===== src/rtl/indexed_min_heap_decrease_key_core_assert.svh =====
// ----------------------------------------------------------------------------
// indexed min-heap assertion macros
// concurrent checks clocked by i_clk, held off while i_rst_n is low
// ----------------------------------------------------------------------------
`ifndef INDEXED_MIN_HEAP_DECREASE_KEY_CORE_ASSERT_SVH
`define INDEXED_MIN_HEAP_DECREASE_KEY_CORE_ASSERT_SVH

`ifndef ASSERT_OFF
`define IHDK_ASSERT_IMP(lbl, ante, cons) \
    lbl: assert property (@(posedge i_clk) disable iff (!i_rst_n) (ante) |-> (cons)) \
        else $error("assertion failed");
`define IHDK_ASSERT_NXT(lbl, ante, cons) \
    lbl: assert property (@(posedge i_clk) disable iff (!i_rst_n) (ante) |=> (cons)) \
        else $error("assertion failed");
`else
`define IHDK_ASSERT_IMP(lbl, ante, cons)
`define IHDK_ASSERT_NXT(lbl, ante, cons)
`endif

`endif


===== src/rtl/ihdk_ram.sv =====
// ----------------------------------------------------------------------------
// ihdk_ram
// simple dual-port synchronous ram, one write and one registered read port
// ----------------------------------------------------------------------------
`timescale 1ns / 1ps
`default_nettype none

module ihdk_ram #(
    parameter int WIDTH = 8,
    parameter int DEPTH = 16,
    localparam int AW = $clog2(DEPTH)
) (
    input  logic             i_clk,
    input  logic             i_we,
    input  logic [AW-1:0]    i_waddr,
    input  logic [WIDTH-1:0] i_wdata,
    input  logic             i_re,
    input  logic [AW-1:0]    i_raddr,
    output logic [WIDTH-1:0] o_rdata
);
    logic [WIDTH-1:0] r_mem [DEPTH];
    logic [WIDTH-1:0] r_rdata;

    always_ff @(posedge i_clk) begin
        if (i_we) begin
            r_mem[i_waddr] <= i_wdata;
        end
    end

    always_ff @(posedge i_clk) begin
        if (i_re) begin
            r_rdata <= r_mem[i_raddr];
        end
    end

    assign o_rdata = r_rdata;
endmodule

`default_nettype wire

===== config.mk =====
export PLATFORM = sky130hd
export DESIGN_NAME = ihdk_ram
export DESIGN_NICKNAME = d
export VERILOG_FILES = /design/src/rtl/indexed_min_heap_decrease_key_core_assert.svh /design/src/rtl/ihdk_ram.sv
export SDC_FILE = /design/constraint.sdc
export NUM_CORES = 1
export LEC_CHECK = 0
export ABC_AREA = 1
export BUFFER_PORTS_ARGS = -buffer_cell sky130_fd_sc_hd__buf_2
export CORE_ASPECT_RATIO = 1.4
export CORE_UTILIZATION = 40
export CTS_BUF_LIST = sky130_fd_sc_hd__clkbuf_4
export DETAILED_ROUTE_END_ITERATION = 7
export PLACE_DENSITY = 0.55
export SLEW_MARGIN = 20
export SYNTH_ARGS = -nofsm -noshare
export SYNTH_HDL_FRONTEND = slang
export SYNTH_SLANG_ARGS = --single-unit

===== constraint.sdc =====
create_clock -name i_clk -period 1.7 [get_ports i_clk]
set_clock_uncertainty 0.1 [all_clocks]
set_input_delay 0.34 -clock i_clk [delete_from_list [all_inputs] [get_ports i_clk]]
set_output_delay 0.34 -clock i_clk [all_outputs]
set_load 0.02 [all_outputs]

=== After elaboration in Yosys (flattened, before gate mapping) ===
Memory sizes are Yosys's and may differ from the RTL's. A register that Yosys moved wholly into a read port is not among the register bits.
Index checks and enable logic that the tools add are counted.

* Flip-flop bits (word level): 0
* Bits in latches: 0
* RAM bits: 128
* Memory bits (read-only): 0
* Bits of input ports: 19
* Word-level logic and storage cells: 3
* Memories kept: 1

{| class="wikitable"
|+ Memories
! memory !! words !! bits a word !! rd ports !! clocked after Yosys merged registers in !! wr ports !! RTL line !! RTL
|-
| r_mem || 16 || 8 || 1 || 1 || 1 || ihdk_ram.sv:21 || <nowiki>logic [WIDTH-1:0] r_mem [DEPTH];</nowiki>
|}

* Add/sub/neg operators: 0
* Multipliers: 0
* Divide/modulo/power cells: 0
* Magnitude comparators: 0
* Eq/ne operators: 0
* Shift-type cells: 0
* Muxes and demuxes: 2
* Bitwise operators: 0
* Reduce and logical (&&, ||, !) cells: 0

{| class="wikitable"
|+ Operator list
! cell !! count
|-
| $mux W1 || 2
|}

=== Logic depth before layout (Yosys ltp) ===
* Depth in word-level cells: 2
* Depth in mapped cells: 8

=== Worst setup path after synthesis ===
No wires, ideal clock.

* Path type: in2reg
* From: in i_waddr[2]
* To: mem r_mem[10][0] (enable)
* Setup time: 0.370 ns
* Arrival time: 0.921 ns
* Required time: 1.230 ns
* Slack: 0.309 ns
* Stages on the path: 2
* Path through: nand3b_1 > nor2_1

{| class="wikitable"
|+ RTL lines
! what !! RTL line !! RTL
|-
| from (decl) || ihdk_ram.sv:15 || <nowiki>input logic [AW-1:0] i_waddr,</nowiki>
|-
| to (decl) || ihdk_ram.sv:21 ||
|}

No word-level cell before the write port.

=== Final worst setup path ===
* From: reg r_rdata[1] (netlist: o_rdata[1]), read port of r_mem
* To: out o_rdata[1]

{| class="wikitable"
|+ RTL lines
! what !! RTL line !! RTL
|-
| from (decl) || ihdk_ram.sv:22 || <nowiki>logic [WIDTH-1:0] r_rdata;</nowiki>
|-
| to (decl) || ihdk_ram.sv:19 || <nowiki>output logic [WIDTH-1:0] o_rdata</nowiki>
|}

No word-level cell between the ends.

==> flow_summary_export.csv <==
group,metric,value,unit
run_status,status,"complete, no violations",
die,row_count,51,
grt,grt_pass1_vias,3772,
yosys,ys.flop_type,"edfxtp_1",
grt,antenna_found_initial,1,
setup_path,endpoint,"o_rdata[1]",
cells_and_area,fin_nets,621,
sta,setup_violations,0,
grt,grt_pass1_wl,20700,um
yosys,synthCells,551,
route,drt-initial-drc-count,194,
yosys,yosysWarnings,0,
sta,fmax,0.651,GHz
yosys,syn-mean-instance-area,10.6,um^2
yosys,syn-cell-area,5850,um^2
yosys,async_flop_share,0,
setup_path,reg2reg_depth,6,
sta,drv_slew,0,
setup_path,worst_ep_arrival_time,1100,ps
route,ant_nets,0,
cells_and_area,design_area,6640,um^2
die,core,14100,um^2
die,die_area,15100,um^2
place,place_congestion,0.847,
setup_path,cp_slowest_cell,"edfxtp_1",
sta,hold_viol,0,
setup_path,r2r_slack,420,ps
clock_network,cts_buffers,17,
sta,worst_hold_slack,94.3,ps
yosys,ys_seq_area_frac,0.698,
power,leakage,2.86,nW
clock_network,post_cts_resized,0,
setup_path,cp.depth,1,
cells_and_area,final_cells,801,
yosys,synth-edff-count,136,
clock_network,cts_root_buf,"clkbuf_4",
sta,tightest_slew,395,ps
clock_network,insertion_delay,510,ps
sta,finalCriticalPeriod,1540,ps
yosys,synthDistinctLibCells,11,
clock_network,cts_setup_buffers,0,
cells_and_area,ff_latch_area,4080,um^2
cells_and_area,syn_to_final_growth,13.5,%
die,ios,27,
die,die_y,145,um
worst_hold_path,hp-class,"input pin to flop",
clock_network,cts_tree,"built",
yosys,yosysTopAreaCell,"edfxtp_1",
clock_network,clock-sinks,136,
yosys,synth.ff_latch_count,136,
route,via_per_inst,4.72,
yosys,synth_common_cells,"nand2_1, edfxtp_1, inv_1, nand3_1, nor2_1",
setup_path,crit_family,"flip-flops",
die,die_w,104,um
route,drtPass1Iterations,4,
setup_path,regToRegEndpoint,"o_rdata[6]",
route,drcViolationCount,0,
setup_path,cp_cell_sequence,"buf_2",
grt,grt_usage,0.188,
yosys,syn-num-nets,570,
setup_path,crit_path_end_kind,"primary output",
power,finalPower,6.46,mW
route,finalWirelength,13200,um
clock_network,htree_levels,4,
cells_and_area,utilization,0.471,
run,drv_cap,0,
route,wl_per_cell,16.5,um
setup_path,critPathMaxFanout,1,
clock_network,clk_pin_slew,110,ps
power,vdd_drop_max,356,uV
setup_path,critPathLaunchType,"flop",
cells_and_area,fillers,1303,
die,initial_utilization,0.415,
setup_path,startpoint,"o_rdata[1]",
power,powerDensity,974,nW/um^2
yosys,synth_top_area_share,0.698,
grt,grt_max_degree,33,
clock_network,hold_buffers,0,
cells_and_area,multiInputGateArea,1210,um^2
grt,overflow,0,
setup_path,path_class,"flop to primary output",
setup_path,cp_slowest_stage_delay,420,ps
yosys,synth.area.top_cells,"edfxtp_1, nand2_1, nand3_1",
clock_network,clockBufferDepth,2,
setup_path,crit_buf_inv,1,
place,port_buffers,26,
route,vias,3778,
place,dp_hpwl,8600,um
sta,finalCritPeriodShare,0.903,
sta,rsz0062_at_grt,"no",
setup_path,r2r_start,"r_mem[7][6]",
setup_path,required,1260,ps
yosys,yosysMostFrequentCell,"nand2_1",
cells_and_area,drive_gt1_frac,0.140,
sta,relSlewSlack,0.737,
place,dpl_cell_area,6340,um^2
place,place_inst,768,
[how the worst min path moves through the flow]
stage | end | slack, ps | cells after the start | startpoint
floorplan | r_mem[0][0] | 340 | 0 | i_wdata[0]
global placement | o_rdata[5] | 610 | 1 | i_re
detailed placement | o_rdata[5] | 610 | 1 | i_re
CTS | o_rdata[0] | 30 | 1 | i_re
global route | o_rdata[0] | 30 | 1 | i_re
finish | o_rdata[0] | 90 | 1 | i_re
[area by class of cell]
cell class                 instances  area share
antenna                            1    0.000377
clock buffer                      18      0.0204
clock inverter                    14      0.0236
inverter                         102      0.0577
multi-input combinational        289       0.183
sequential                       136       0.615
tap                              185      0.0349
timing repair buffer              56      0.0649
[cells in the final DEF, fill, tap and decap left out, drive strengths merged]
master,count
nor2,17
edfxtp,136
nand2,173
inv,103
bufinv,3
nand3b,2
nand3,97
clkinv,8
buf,56
clkinvlp,2
diode,1
clkbuf,18
[cells by family after synthesis]
family / share of synthesized area
buffers and inverters: 0.0939
AND/OR/NAND/NOR: 0.208
flip-flops: 0.698
[where the power goes]
group          total, mW  switching (mW)  internal, mW
logic              0.507           0.347         0.160
registers           3.79          0.0182          3.77
clock network       2.17            1.15          1.02
total               6.46            1.51          4.95
[metal layers]
| metal | routed length [um] | GRT usage | vias up |
|---|---|---|---|
| met4 | 564 | 0.119 | 0 |
| met2 | 6750 | 0.316 | 100 |
| met1 | 5360 | 0.219 | 1766 |
| li1 | - | - | 1887 |
| met3 | 563 | 0.0386 | 25 |
| met5 | 0 | 0 | - |
[per-stage QoR]
stage	setup TNS (ps)	worst slack, ps
2_1_floorplan	0	309
3_3_place_gp	-108	-41.0
3_5_place_dp	-172	-73.4
4_1_cts	0	90.9
5_1_grt	0	75.7
6_report	0	165
[registers in the layout (all words and copies together) (netlist names)]
register	flops
o_rdata	8
r_mem	128
(Power assumes the default switching activity.)
